--- src/rtl/core/ddo_pkg.sv ---
// Shared types, constants and arithmetic helpers for the odometry block.
package ddo_pkg;

	localparam logic [15:0] QUARTER_TURN  = 16'd16384;
	localparam logic [15:0] THREE_QUARTER = 16'd49152;
	localparam logic signed [51:0] CORDIC_GAIN = 52'sd652032874;

	localparam logic [1:0] REG_CIRC  = 2'd0;
	localparam logic [1:0] REG_PPR   = 2'd1;
	localparam logic [1:0] REG_GEAR  = 2'd2;
	localparam logic [1:0] REG_WIDTH = 2'd3;

	typedef enum logic [4:0] {
		OP_NOP, OP_LOAD, OP_MULT, OP_DIV, OP_GEAR, OP_DIST, OP_SPLIT,
		OP_CINIT, OP_CSTEP, OP_CFIN, OP_SX1, OP_SX2, OP_SY1, OP_SY2,
		OP_OFFS, OP_PX1, OP_PX2, OP_PXF, OP_PY1, OP_PY2, OP_PYF,
		OP_HEAD, OP_OUT
	} op_t;

	typedef enum logic [1:0] {J_STR, J_ATAN, J_HROT, J_ANG} job_t;

	typedef struct packed {
		op_t        op;
		logic       sel;
		job_t       job;
		logic [4:0] idx;
	} cmd_t;

	typedef struct packed {
		logic same_sign;
		logic dr_nz;
		logic dl_nz;
	} stat_t;

	// Arctangent of 2^-i in units of 2^-32 turn.
	function automatic logic [31:0] atan_lut(input logic [4:0] i);
		logic [31:0] r;
		case (i)
			5'd0:  r = 32'h20000000;
			5'd1:  r = 32'h12E4051E;
			5'd2:  r = 32'h09FB385B;
			5'd3:  r = 32'h051111D4;
			5'd4:  r = 32'h028B0D43;
			5'd5:  r = 32'h0145D7E1;
			5'd6:  r = 32'h00A2F61E;
			5'd7:  r = 32'h00517C55;
			5'd8:  r = 32'h0028BE53;
			5'd9:  r = 32'h00145F2F;
			5'd10: r = 32'h000A2F98;
			5'd11: r = 32'h000517CC;
			5'd12: r = 32'h00028BE6;
			5'd13: r = 32'h000145F3;
			5'd14: r = 32'h0000A2FA;
			5'd15: r = 32'h0000517D;
			5'd16: r = 32'h000028BE;
			5'd17: r = 32'h0000145F;
			5'd18: r = 32'h00000A30;
			5'd19: r = 32'h00000518;
			5'd20: r = 32'h0000028C;
			5'd21: r = 32'h00000146;
			5'd22: r = 32'h000000A3;
			5'd23: r = 32'h00000051;
			default: r = 32'h00000000;
		endcase
		return r;
	endfunction

	function automatic logic signed [15:0] sat16(input logic signed [49:0] v);
		logic signed [15:0] r;
		if (v > 50'sd32767)
			r = 16'sh7FFF;
		else if (v < -50'sd32768)
			r = 16'sh8000;
		else
			r = v[15:0];
		return r;
	endfunction

	// Round a Q2.30 value to Q1.15, limited to +-32767.
	function automatic logic signed [15:0] round_q15(input logic signed [51:0] v);
		logic signed [51:0] r;
		logic signed [15:0] o;
		r = v + 52'sd16384;
		r = r >>> 15;
		if (r > 52'sd32767)
			o = 16'sd32767;
		else if (r < -52'sd32767)
			o = -16'sd32767;
		else
			o = r[15:0];
		return o;
	endfunction

endpackage

--- src/rtl/core/ddo_ctrl.sv ---
// Controller: sequences the datapath through conversion, straight move and pivots.
module ddo_ctrl import ddo_pkg::*; #(
	parameter int CORDIC_STEPS = 16
) (
	input  logic  clk,
	input  logic  arst_n,
	input  logic  in_valid,
	output logic  in_stall,
	output logic  out_valid,
	input  logic  out_stall,
	input  stat_t stat,
	output cmd_t  cmd
);

	localparam logic [4:0] LAST_STEP = 5'(CORDIC_STEPS - 1);
	localparam logic [4:0] DIV_LAST  = 5'd31;

	typedef enum logic [23:0] {
		ST_IDLE  = 24'h000001, ST_MUL   = 24'h000002, ST_DIVA  = 24'h000004,
		ST_GEAR  = 24'h000008, ST_DIVB  = 24'h000010, ST_DIST  = 24'h000020,
		ST_SPLIT = 24'h000040, ST_CINIT = 24'h000080, ST_CSTEP = 24'h000100,
		ST_CFIN  = 24'h000200, ST_SX1   = 24'h000400, ST_SX2   = 24'h000800,
		ST_SY1   = 24'h001000, ST_SY2   = 24'h002000, ST_PCHK  = 24'h004000,
		ST_OFFS  = 24'h008000, ST_PX1   = 24'h010000, ST_PX2   = 24'h020000,
		ST_PXF   = 24'h040000, ST_PY1   = 24'h080000, ST_PY2   = 24'h100000,
		ST_PYF   = 24'h200000, ST_HEAD  = 24'h400000, ST_OUT   = 24'h800000
	} state_t;

	state_t     state_q, state_d;
	logic       sel_q, sel_d, ov_q, ov_d;
	job_t       job_q, job_d;
	logic [4:0] cnt_q, cnt_d;

	always_comb begin
		state_d = state_q;
		sel_d   = sel_q;
		job_d   = job_q;
		cnt_d   = cnt_q;
		ov_d    = out_stall ? ov_q : 1'b0;
		cmd.op  = OP_NOP;
		cmd.sel = sel_q;
		cmd.job = job_q;
		cmd.idx = cnt_q;
		case (state_q)
			ST_IDLE: begin
				if (in_valid) begin
					cmd.op  = OP_LOAD;
					sel_d   = 1'b0;
					state_d = ST_MUL;
				end
			end
			ST_MUL: begin
				cmd.op  = OP_MULT;
				cnt_d   = '0;
				state_d = ST_DIVA;
			end
			ST_DIVA: begin
				cmd.op = OP_DIV;
				cnt_d  = cnt_q + 5'd1;
				if (cnt_q == DIV_LAST)
					state_d = ST_GEAR;
			end
			ST_GEAR: begin
				cmd.op  = OP_GEAR;
				state_d = ST_DIVB;
			end
			ST_DIVB: begin
				cmd.op = OP_DIV;
				cnt_d  = cnt_q + 5'd1;
				if (cnt_q == DIV_LAST)
					state_d = ST_DIST;
			end
			ST_DIST: begin
				cmd.op = OP_DIST;
				if (!sel_q) begin
					sel_d   = 1'b1;
					state_d = ST_MUL;
				end else begin
					state_d = ST_SPLIT;
				end
			end
			ST_SPLIT: begin
				if (stat.same_sign) begin
					cmd.op  = OP_SPLIT;
					job_d   = J_STR;
					state_d = ST_CINIT;
				end else begin
					sel_d   = 1'b0;
					state_d = ST_PCHK;
				end
			end
			ST_CINIT: begin
				cmd.op  = OP_CINIT;
				cnt_d   = '0;
				state_d = ST_CSTEP;
			end
			ST_CSTEP: begin
				cmd.op = OP_CSTEP;
				if (cnt_q == LAST_STEP) begin
					cnt_d   = '0;
					state_d = ST_CFIN;
				end else begin
					cnt_d = cnt_q + 5'd1;
				end
			end
			ST_CFIN: begin
				cmd.op = OP_CFIN;
				case (job_q)
					J_STR:  state_d = ST_SX1;
					J_ATAN: begin
						job_d   = J_HROT;
						state_d = ST_CINIT;
					end
					J_HROT: state_d = ST_OFFS;
					default: state_d = ST_PX1;
				endcase
			end
			ST_SX1: begin cmd.op = OP_SX1; state_d = ST_SX2; end
			ST_SX2: begin cmd.op = OP_SX2; state_d = ST_SY1; end
			ST_SY1: begin cmd.op = OP_SY1; state_d = ST_SY2; end
			ST_SY2: begin
				cmd.op  = OP_SY2;
				sel_d   = 1'b0;
				state_d = ST_PCHK;
			end
			ST_PCHK: begin
				// The right wheel pivots first, then the left one.
				if (sel_q ? stat.dl_nz : stat.dr_nz) begin
					job_d   = J_ATAN;
					state_d = ST_CINIT;
				end else if (!sel_q) begin
					sel_d = 1'b1;
				end else begin
					state_d = ST_OUT;
				end
			end
			ST_OFFS: begin
				cmd.op  = OP_OFFS;
				job_d   = J_ANG;
				state_d = ST_CINIT;
			end
			ST_PX1: begin cmd.op = OP_PX1; state_d = ST_PX2; end
			ST_PX2: begin cmd.op = OP_PX2; state_d = ST_PXF; end
			ST_PXF: begin cmd.op = OP_PXF; state_d = ST_PY1; end
			ST_PY1: begin cmd.op = OP_PY1; state_d = ST_PY2; end
			ST_PY2: begin cmd.op = OP_PY2; state_d = ST_PYF; end
			ST_PYF: begin cmd.op = OP_PYF; state_d = ST_HEAD; end
			ST_HEAD: begin
				cmd.op = OP_HEAD;
				if (!sel_q) begin
					sel_d   = 1'b1;
					state_d = ST_PCHK;
				end else begin
					state_d = ST_OUT;
				end
			end
			ST_OUT: begin
				if (!ov_q || !out_stall) begin
					cmd.op  = OP_OUT;
					ov_d    = 1'b1;
					state_d = ST_IDLE;
				end
			end
			default: state_d = ST_IDLE;
		endcase
	end

	always_ff @(posedge clk or negedge arst_n) begin
		if (!arst_n) begin
			state_q <= ST_IDLE;
			sel_q   <= 1'b0;
			job_q   <= J_STR;
			cnt_q   <= '0;
			ov_q    <= 1'b0;
		end else begin
			state_q <= state_d;
			sel_q   <= sel_d;
			job_q   <= job_d;
			cnt_q   <= cnt_d;
			ov_q    <= ov_d;
		end
	end

	assign in_stall  = state_q != ST_IDLE;
	assign out_valid = ov_q;

endmodule

--- config.mk ---
export PLATFORM = sky130hd
export DESIGN_NAME = ddo_ctrl
export DESIGN_NICKNAME = d
export VERILOG_FILES = /design/src/rtl/core/ddo_pkg.sv /design/src/rtl/core/ddo_ctrl.sv
export SDC_FILE = /design/constraint.sdc
export NUM_CORES = 1
export LEC_CHECK = 0
export ABC_AREA = 0
export BUFFER_PORTS_ARGS = -buffer_cell sky130_fd_sc_hd__buf_4
export CAP_MARGIN = 5
export CORE_MARGIN = 2
export CORE_UTILIZATION = 55
export CTS_CLUSTER_SIZE = 20
export DETAILED_ROUTE_END_ITERATION = 7
export PLACE_DENSITY = 0.75
export REMOVE_ABC_BUFFERS = 1
export SLEW_MARGIN = 20
export SYNTH_ARGS = -nofsm -noshare
export SYNTH_HDL_FRONTEND = slang
export SYNTH_SLANG_ARGS = --single-unit
--- constraint.sdc ---
create_clock -name clk -period 4.4 [get_ports clk]
set_input_delay 0 -clock clk [delete_from_list [all_inputs] [get_ports clk]]
set_output_delay 0 -clock clk [all_outputs]
set_load 0.1 [all_outputs]
==> reports/results.ini, run 1 <==
[critical_path]
path_cells=nor4_1 -> nand4_1 -> or4b_2 -> nand2_1 -> nor4_1 -> nand3_1 -> buf_4
crit_required_ns=4.40
crit_end=cmd[10]
cp_num_buf_inv=1
cp.depth=7
start_kind=flop
critPathMostFrequentCell=nor4_1
cpPeakStageDelay_ns=0.87
cp-end-kind=primary output
r2r_setup_slack_ns=1.61
r2r_end=state_q[0]
cp-startpoint=state_q[13]
crit_slowest_cell=nor4_1
worst_ep_arrival_time_ns=3.25
worstSetupPathType=reg -> out
rr_startpoint=state_q[13]
reg2reg_depth=6
cp_max_fo=6
cp_top_family=simple AND/OR/NAND/NOR gates

[routing]
vias_per_cell=6.32
wirelength_um=5490
dr_total_vias=1990
wl_per_cell_um=17.4
drc=0
ant_nets=0
drt-pass1-iter-count=4
drtIter0Drc=170

[floorplan]
die_x_um=66.2
io_pins=22
die_area_um2=4380
initial_utilization_pct=57.7
core_area_um2=3690
rows=22
die_y_um=66.2

[clocking]
cts_setup_buffers=0
cts_sinks=33
cts_max_path_buffers=2
clockRootBuffer=clkbuf_8
h-tree-depth=2
cts_tree=built
insertion_delay_ns=0.29
path_clk_slew_ns=0.07
tritoncts.num_buffers=5

[sta]
fin_crit_sh_pct=73.9
setup_tns_ns=0
relSlewSlack_pct=34.0
final.min_clock_period_ns=3.25
fmax_mhz=308
finalHoldViolations=0
rsz0062_at_grt=false
skew_ns=0.00717
slew_violations=0
worst_slew_pin_slew_ns=0.980
setup_violations=0

[run]
maxCapViolCount=0

[finish]
num_antenna_cells=0
nets=277
regArea_um2=827
multiInputGateArea_um2=1220
drive_gt1_share_pct=18.0
syn2layout_area_growth_pct=14.3
nFillCells=312

[global_route]
grt_pass1_vias=1814
grt_pass1_wl_um=8950
antenna_found_initial=0
gr-total-overflow=0
grt_start_max_net_pins=34
grt_use_total_pct=27.2

[hold_path]
holdPathStages=4
hold_class=in -> reg

[synth]
async_reset_ff_share_pct=100
synthTopCellsByArea=dfrtp_1, nor2_1, nand2_1
avgSynthCellArea_um2=8.90
synth-main-ff-cell=dfrtp_1
synth-seq-cells=33
netlist.area_leader.share_pct=37.6
yosys_warnings=0
netlist_instances=239
synth_edf_count=0
syn_area_um2=2130
yosysTopAreaCell=dfrtp_1
synth_seq_area_share_pct=38.9
yosysUniqueCellTypes=48
synth.most_common_cell=dfrtp_1
post_synth_most_frequent_cells=dfrtp_1, nor2_1, nand2_1, nand3_1, inv_1

[placed_design]
post-dp-hpwl_um=4230
io_buffers=21
gp_congestion=0.992

[run_status]
outcome=complete, no violations

[pwr]
ir_drop_uv=362
fin_total_pwr_mw=1.38
power_leakage_nw=1.22
powerDensity_nw_per_um2=568

[cell families after synthesis]
kind of cell | count (synthesis) | synth area share [%]
XOR/XNOR | 5 | 2.06
AO/OA/AOI/OAI | 29 | 10.9
flip-flops | 33 | 38.9
adder cells (fa/ha/maj) | 4 | 2.35
multiplexers | 2 | 0.941
buffers and inverters | 19 | 3.88
AND/OR/NAND/NOR | 147 | 41.0
[report_power, final]
| part | total [mW] | switching (mW) | leakage (nW) | internal [mW] |
|---|---|---|---|---|
| logic | 0.763 | 0.543 | 0.730 | 0.220 |
| clock network | 0.223 | 0.113 | 0.0450 | 0.110 |
| registers | 0.396 | 0.0503 | 0.447 | 0.345 |
| total | 1.38 | 0.707 | 1.22 | 0.675 |
[stage by stage]
stage | area (um2) | hold slack (ns) | worst slack, ns | util [%] | std cells
after floorplan | 2100 | -0.296 | 1.43 | - | 234
after global placement | 2330 | -0.0360 | 1.59 | 63.2 | 305
after detailed placement | 2330 | -0.0326 | 1.60 | 63.2 | 305
after CTS | 2430 | 0.0153 | 1.27 | 66.0 | 315
after global routing | 2430 | 0.0447 | 1.04 | 66.0 | 315
final | 2430 | 0.0155 | 1.15 | 66.0 | 315
[tightest hold or removal path, stage by stage]
cell and delay, ns:
buf_4 0.08, o21ai_0 0.07, nand2_1 0.06, nand2_1 0.05
[per-layer routing]
layer,routed length [um],vias up,global-route usage (%)
li1,-,956,-
met1,2580,920,39.6
met2,2350,98,40.0
met3,393,16,4.60
met4,170,0,10.7
met5,0,-,0
[sequential cells by signal (all words and copies together) (netlist names)]
name and count:
cnt_q 5, job_q 2, out_valid 1, sel_q 1
state_q 24
[layout by cell type (no fill, tap or decap), types with 3 or more instances in the layout]
cell       n
nand2b_1   5
or3_1      3
nand4b_1   3
o211ai_1   3
nand3_1   15
ha_1       4
or4_1      6
dfrtp_1   32
nor2_1    29
a21oi_1    3
nor3b_1    3
nor4_2     3
nand4_1    7
clkbuf_8   5
nor3_1    10
nor4b_1    7
buf_4     23
inv_1     14
o21ai_0    7
xor2_1     3
nand2_1   20
nor2b_1    3
nor4_1    10
or4_4      5
and3_1     7
[what timing repair did]
| item | CTS | global route |
|---|---|---|
| hold endpoints to repair | 34 | 0 |
| hold buffers | 2 | 0 |
| gates resized for setup | 0 | 0 |
[area by class of cell]
class	count	area share [%]
Clock buffer	6	2.98
Timing Repair Buffer	25	7.92
Multi-Input combinational cell	187	50.1
Inverter	14	2.16
Tap cell	48	2.47
Sequential cell	33	34.0
Clock inverter	2	0.411
[worst min path at each step]
stage | startpoint | endpoint
floorplan | arst_n | cnt_q[0]
global placement | arst_n | out_valid
detailed placement | arst_n | out_valid
CTS | stat[0] | state_q[23]
global route | stat[0] | state_q[23]
finish | stat[0] | state_q[23]
(Power assumes the default switching activity.)
==> inputs of run 2 (changes only) <==
--- a/config.mk
+++ b/config.mk
@@ -5,7 +5,7 @@
 export SDC_FILE = /design/constraint.sdc
 export NUM_CORES = 1
 export LEC_CHECK = 0
-export ABC_AREA = 0
+export ABC_AREA = 1
 export BUFFER_PORTS_ARGS = -buffer_cell sky130_fd_sc_hd__buf_4
 export CAP_MARGIN = 5
 export CORE_MARGIN = 2
==> constraint.sdc (replaced) <==
create_clock -name clk -period 3.1 [get_ports clk]
set_input_delay 0 -clock clk [delete_from_list [all_inputs] [get_ports clk]]
set_output_delay 0 -clock clk [all_outputs]
set_load 0.1 [all_outputs]
==> run 2 against run 1 <==
Against the previous run: synthesized cell count up 41%; register-to-register slack got worse by 0.71 ns; final cell count rose by 31%; largest power group unchanged.
==> reports/results.ini, run 2 <==
[sta]
setup_tns_ns=0  ; unchanged
hold-worst-slack_ns=0.159  ; +0.143 ns
layout_setup_ws_ns=0.459  ; -0.690 ns
skew_ns=0.00510  ; -0.00207 ns
worst_slew_pin_slew_ns=0.681  ; -0.299 ns
rsz0062_at_grt=false
setup_violations=0  ; unchanged
finalHoldViolations=0  ; unchanged
final.min_clock_period_ns=2.64
fmax_mhz=379
slew_violations=0  ; unchanged
relSlewSlack_pct=54.5  ; +20 points
fin_crit_sh_pct=85.2

[synth]
syn_area_um2=2340  ; +10%
avgSynthCellArea_um2=6.93  ; -22%
yosys_warnings=0  ; unchanged
synth_edf_count=0  ; unchanged
synth_seq_area_share_pct=35.3  ; -3.5 points
yosysTopAreaCell=dfrtp_1
netlist.area_leader.share_pct=34.2  ; -3.4 points
async_reset_ff_share_pct=100  ; unchanged
synth-seq-cells=33  ; unchanged
post_synth_most_frequent_cells=nand2_1, nor2_1, inv_1, nand3_1, dfrtp_1
netlist_instances=338  ; +41%
synthTopCellsByArea=dfrtp_1, nand2_1, nor2_1
synth-main-ff-cell=dfrtp_1
yosysUniqueCellTypes=31  ; -35%

[clocking]
cts_tree=built
insertion_delay_ns=0.29  ; about the same
cts_max_path_buffers=2  ; unchanged
h-tree-depth=2  ; unchanged
clockRootBuffer=clkbuf_8
tritoncts.num_buffers=5  ; unchanged
path_clk_slew_ns=0.07  ; about the same
cts_sinks=33  ; unchanged
cts_resized=0  ; unchanged

[finish]
multiInputGateArea_um2=1280  ; +5.1%
regArea_um2=827  ; unchanged
stdcell_count=414  ; +31%
mostFrequentLayoutCells=nor2_1, nand2_1, inv_1
largest_reg_flops=24  ; unchanged
num_antenna_cells=0  ; unchanged
syn2layout_area_growth_pct=12.8
drive_gt1_share_pct=18.7  ; +0.70 points
top_register=state_q
nets=374  ; +35%
largestRegisters=state_q x24, cnt_q x5, job_q x2
nFillCells=369  ; +18%

[global_route]
grt_pass1_vias=2040  ; +12%
grt_start_max_net_pins=34  ; unchanged
gr-total-overflow=0  ; unchanged
grtUsageMet2_pct=37.3  ; -2.7 points
antenna_found_initial=0  ; unchanged
grtUsageMet1_pct=34.0  ; -5.6 points
grt_pass1_wl_um=9310  ; +4.0%
grt_use_met3_pct=4.80  ; +0.20 points
grt_use_total_pct=24.5  ; -2.8 points
top_usage_layer=met2

[critical_path]
cp_max_fo=13  ; +7
crit_required_ns=3.10  ; -1.30 ns
start_kind=flop
worst_ep_arrival_time_ns=2.64  ; -0.61 ns
rr_startpoint=state_q[18]
cp-startpoint=state_q[9]
cp-end-kind=primary output
worstSetupPathType=reg -> out

[pwr]
power_frac_seq_pct=26.7  ; -1.9 points
power_leakage_nw=1.58  ; +29%
power.share.clock_pct=17.8  ; +1.7 points
p_sw_mw=1.07  ; +51%
switching_share_pct=52.6  ; +1.5 points
comb_power_share_pct=55.4  ; +0.2 points
intPower_uw=961  ; +42%
ir_drop_uv=439  ; +21%
powerDensity_nw_per_um2=768  ; +35%

[floorplan]
die_area_um2=4790  ; +9.4%
die_y_um=69.2  ; +4.6%
rows=23  ; +4.5%
initial_utilization_pct=57.7  ; about the same
io_pins=22  ; unchanged
die_x_um=69.2  ; +4.6%
core_area_um2=4060  ; +10%

[routing]
dr_total_vias=2168  ; +8.9%
drtIter0Drc=155  ; -8.8%
drt-pass1-iter-count=5  ; +1
wl_per_cell_um=12.9  ; -26%
wirelength_um=5330  ; -3.0%
ant_nets=0  ; unchanged
drc=0  ; unchanged
vias_per_cell=5.24  ; -17%

[placed_design]
gp_congestion=0.915  ; -7.7%
post-dp-hpwl_um=4180  ; -1.2%
io_buffers=21  ; unchanged
placedCellCount=403  ; +32%
pre_cts_ws_ns=0.799  ; -0.802 ns

[hold_path]
hold_class=in -> reg
hp-start=stat[2]

[run_status]
outcome=complete, no violations

[run]
maxCapViolCount=0  ; unchanged

## run 2: changes by cell type after synthesis, moves of 10 or more
cell,before,now
nand2_1,20,68
nor2_1,29,68
inv_1,14,45
nand3_1,15,40
nor4_1,10,0
## run 2: kinds of logic (layout without fill, tap and decap cells)
| logic type | count (synthesis) | after routing | share of synthesized area (%) |
|---|---|---|---|
| buffers and inverters | 54 | 80 | 9.94 |
| flip-flops | 33 | 33 | 35.3 |
| XOR/XNOR | 1 | 1 | 0.374 |
| AND/OR/NAND/NOR | 225 | 225 | 46.7 |
| adder cells (fa/ha/maj) | 4 | 4 | 2.14 |
| AO/OA/AOI/OAI | 21 | 21 | 5.56 |
## run 2: path summary, 6_finish.rpt
check,to,slack (ns),cells after the start
worst min register to register,state_q[10],0.50,1
worst max-delay path,cmd[9],0.46,10
min in group asynchronous,state_q[17],0.19,2
max in group asynchronous,state_q[0],2.57,2
worst max register to register,cnt_q[0],0.90,9
worst min-delay path,sel_q,0.16,6
## run 2: critical path, cell delays in order (launching register included)
cell      delay (ns)
dfrtp_1         0.40
nor2_1          0.22
nand2_2         0.16
nor2_4          0.39
nand2_1         0.13
inv_1           0.25
nand2_1         0.11
nor2_1          0.20
nor3_1          0.09
nand3b_1        0.11
buf_4           0.30
## run 2: layout make-up
type | count | share of cell area (%)
sequential | 33 | 31.3
clock inverter | 1 | 0.190
multi-input combinational | 251 | 48.5
inverter | 48 | 6.82
clock buffer | 7 | 3.65
tap | 50 | 2.37
timing repair buffer | 24 | 7.11
## run 2: what timing repair did
| action | in CTS | in global routing |
|---|---|---|
| endpoints found under the hold margin | 35 | 0 |
| hold buffers | 3 | 0 |
| buffers inserted | 0 | 0 |
## run 2: through the flow
step	utilization [%]	cell area (um2)	total power [mW]
after detailed placement	61.8	2510	1.67
after global routing	65.1	2640	2.16
final	65.1	2640	2.03
after CTS	65.1	2640	2.04
after global placement	61.8	2510	1.66
after floorplan	-	2290	1.44
## run 2: power by group through the flow
stage / clock network (mW) / registers (mW) / logic (mW)
finish: 0.362 / 0.542 / 1.12
global route: 0.391 / 0.552 / 1.22
CTS: 0.374 / 0.541 / 1.12
detailed placement: 0 / 0.550 / 1.12
global placement: 0 / 0.548 / 1.11
floorplan: 0 / 0.758 / 0.682
## run 2: per-layer routing
layer	share of wire [%]	wire length, um	up-vias
met3	4.4	234	16
met5	0	0	-
met4	3.4	179	0
met2	44	2360	53
met1	48	2550	973
li1	-	-	1126
==> inputs of run 3 (changes only) <==
--- a/config.mk
+++ b/config.mk
@@ -8,11 +8,13 @@
 export ABC_AREA = 1
 export BUFFER_PORTS_ARGS = -buffer_cell sky130_fd_sc_hd__buf_4
 export CAP_MARGIN = 5
+export CELL_PAD_IN_SITES_DETAIL_PLACEMENT = 1
+export CELL_PAD_IN_SITES_GLOBAL_PLACEMENT = 1
 export CORE_MARGIN = 2
-export CORE_UTILIZATION = 55
+export CORE_UTILIZATION = 43
 export CTS_CLUSTER_SIZE = 20
 export DETAILED_ROUTE_END_ITERATION = 7
-export PLACE_DENSITY = 0.75
+export PLACE_DENSITY_LB_ADDON = 0.1
 export REMOVE_ABC_BUFFERS = 1
 export SLEW_MARGIN = 20
 export SYNTH_ARGS = -nofsm -noshare
==> run 3 against run 2 <==
Against the previous run: global-route usage down 1.6 points; die area up 26%; register-to-register slack worse by 0.06 ns; combinational power about the same; sequential cell count unchanged; largest cell class unchanged; highest routed layer unchanged.
==> reports/results.ini, run 3 (synthesis results as in run 2) <==
[finish]
drive_gt1_share_pct=17.9  ; -0.82 points
regArea_um2=827  ; unchanged
largestRegisters=state_q x24, cnt_q x5, job_q x2
fin_util_pct=51.1  ; -14 points
num_antenna_cells=0  ; unchanged
largest_reg_flops=24  ; unchanged
syn2layout_area_growth_pct=12.9
stdcell_count=434  ; +4.8%
multiInputGateArea_um2=1280  ; unchanged
nFillCells=699  ; +89%
mostFrequentLayoutCells=nor2_1, nand2_1, inv_1
finish.instance_area_um2=2640  ; +0.14%
nets=374  ; unchanged
top_register=state_q

[routing]
wirelength_um=6250  ; +17%
ant_nets=0  ; unchanged
vias_per_cell=4.98  ; -4.9%
wl_per_cell_um=14.4  ; +12%
dr_total_vias=2161  ; -0.32%
drtIter0Drc=103  ; -34%
drc=0  ; unchanged
drt-pass1-iter-count=4  ; -1

[pwr]
powerDensity_nw_per_um2=762  ; -0.84%
power_leakage_nw=1.56  ; -0.94%
ir_drop_uv=583  ; +33%
fin_total_pwr_mw=2.01  ; -0.70%

[sta]
setup_tns_ns=0  ; unchanged
skew_ns=0.00496  ; -0.000143 ns
slew_violations=0  ; unchanged
setup_violations=0  ; unchanged
relSlewSlack_pct=53.1  ; -1.4 points
rsz0062_at_grt=false
finalHoldViolations=0  ; unchanged
fmax_mhz=377  ; -0.46%
worst_slew_pin_slew_ns=0.702  ; +0.0213 ns
final.min_clock_period_ns=2.65  ; +0.0122 ns
fin_crit_sh_pct=85.6  ; +0.39 points

[floorplan]
die_x_um=77.8  ; +12%
initial_utilization_pct=45.3  ; -12 points
die_area_um2=6050  ; +26%
core_area_um2=5170  ; +27%
die_y_um=77.8  ; +12%
rows=26  ; +13%
io_pins=22  ; unchanged

[placed_design]
dpl_cell_area_um2=2530  ; +1.0%
io_buffers=21  ; unchanged
placedCellCount=423  ; +5.0%
gp_congestion=0.834  ; -8.9%
post-dp-hpwl_um=5040  ; +21%

[clocking]
cts_sinks=33  ; unchanged
cts_max_path_buffers=2  ; unchanged
tritoncts.num_buffers=5  ; unchanged
clockRootBuffer=clkbuf_8
insertion_delay_ns=0.29  ; about the same
cts_tree=built
path_clk_slew_ns=0.07  ; about the same
h-tree-depth=2  ; unchanged

[global_route]
grt_pass1_wl_um=10900  ; +17%
grt_pass1_vias=2268  ; +11%
antenna_found_initial=0  ; unchanged
grt_use_total_pct=22.9  ; -1.6 points
gr-total-overflow=0  ; unchanged
grt_start_max_net_pins=34  ; unchanged

[hold_path]
hold_class=in -> reg

[critical_path]
start_kind=flop
crit_required_ns=3.10  ; about the same
cp_max_fo=13  ; unchanged
cp-end-kind=primary output
worstSetupPathType=reg -> out
worst_ep_arrival_time_ns=2.65  ; about the same

[run_status]
outcome=complete, no violations

[run]
maxCapViolCount=0  ; unchanged

run 3: cell count changes in the layout (fill, tap and decap cells not counted), sizes merged:
cell / change
clkinv: -1
clkbuf: +1
run 3: per-stage QoR:
| stage | hold WS, ns | setup slack [ns] |
|---|---|---|
| floorplan | -0.296 | 0.353 |
| global placement | -0.0274 | 0.861 |
| detailed placement | -0.0246 | 0.774 |
| CTS | 0.151 | 0.451 |
| global route | 0.187 | 0.277 |
| finish | 0.151 | 0.446 |
run 3: critical path, stage by stage, from the launching register on:
cell,delay (ns)
dfrtp_1,0.42
nor2_2,0.20
nand2_2,0.13
nor2_4,0.42
nand2_1,0.12
inv_1,0.26
o21ai_0,0.24
nand3_1,0.11
nand3b_1,0.14
buf_4,0.30
run 3: path summary, 6_finish.rpt:
path                                to        start  depth (start not counted)  slack [ns]
setup / recovery                cmd[9]  state_q[15]                          9        0.45
hold / removal             state_q[14]      stat[2]                          3        0.15
setup reg to reg              cnt_q[0]  state_q[17]                          9        0.84
hold reg to reg            state_q[10]     job_q[1]                          1        0.49
max in group asynchronous   state_q[0]       arst_n                          2        2.56
min in group asynchronous  state_q[17]       arst_n                          2        0.19
run 3: routing by layer:
layer / routed length, um / track usage [%] / part of all wire, % / vias to the layer above
met5: 0 / 0 / 0 / -
met1: 3090 / 32.2 / 49 / 1014
met4: 63 / 5.89 / 1.0 / 0
met3: 169 / 3.26 / 2.7 / 5
met2: 2920 / 36.9 / 47 / 26
li1: - / - / - / 1116
run 3: repair_timing:
action	4_1_cts	5_1_grt
hold buffers	3	0
gates resized for setup	0	0
buffers inserted	0	0
endpoints found under the hold margin	35	0
endpoints found under the setup margin	0	0
run 3: final cells by class:
type | instances | share of cell area, %
Clock buffer | 8 | 3.03
Multi-Input combinational cell | 251 | 48.5
Inverter | 48 | 6.81
Sequential cell | 33 | 31.3
Tap cell | 70 | 3.31
Timing Repair Buffer | 24 | 7.10
run 3: power breakdown:
group	internal [mW]	switching (mW)	leakage [nW]
sequential	0.492	0.0508	0.447
clock	0.160	0.160	0.0395
combinational	0.269	0.882	1.07
total	0.921	1.09	1.56
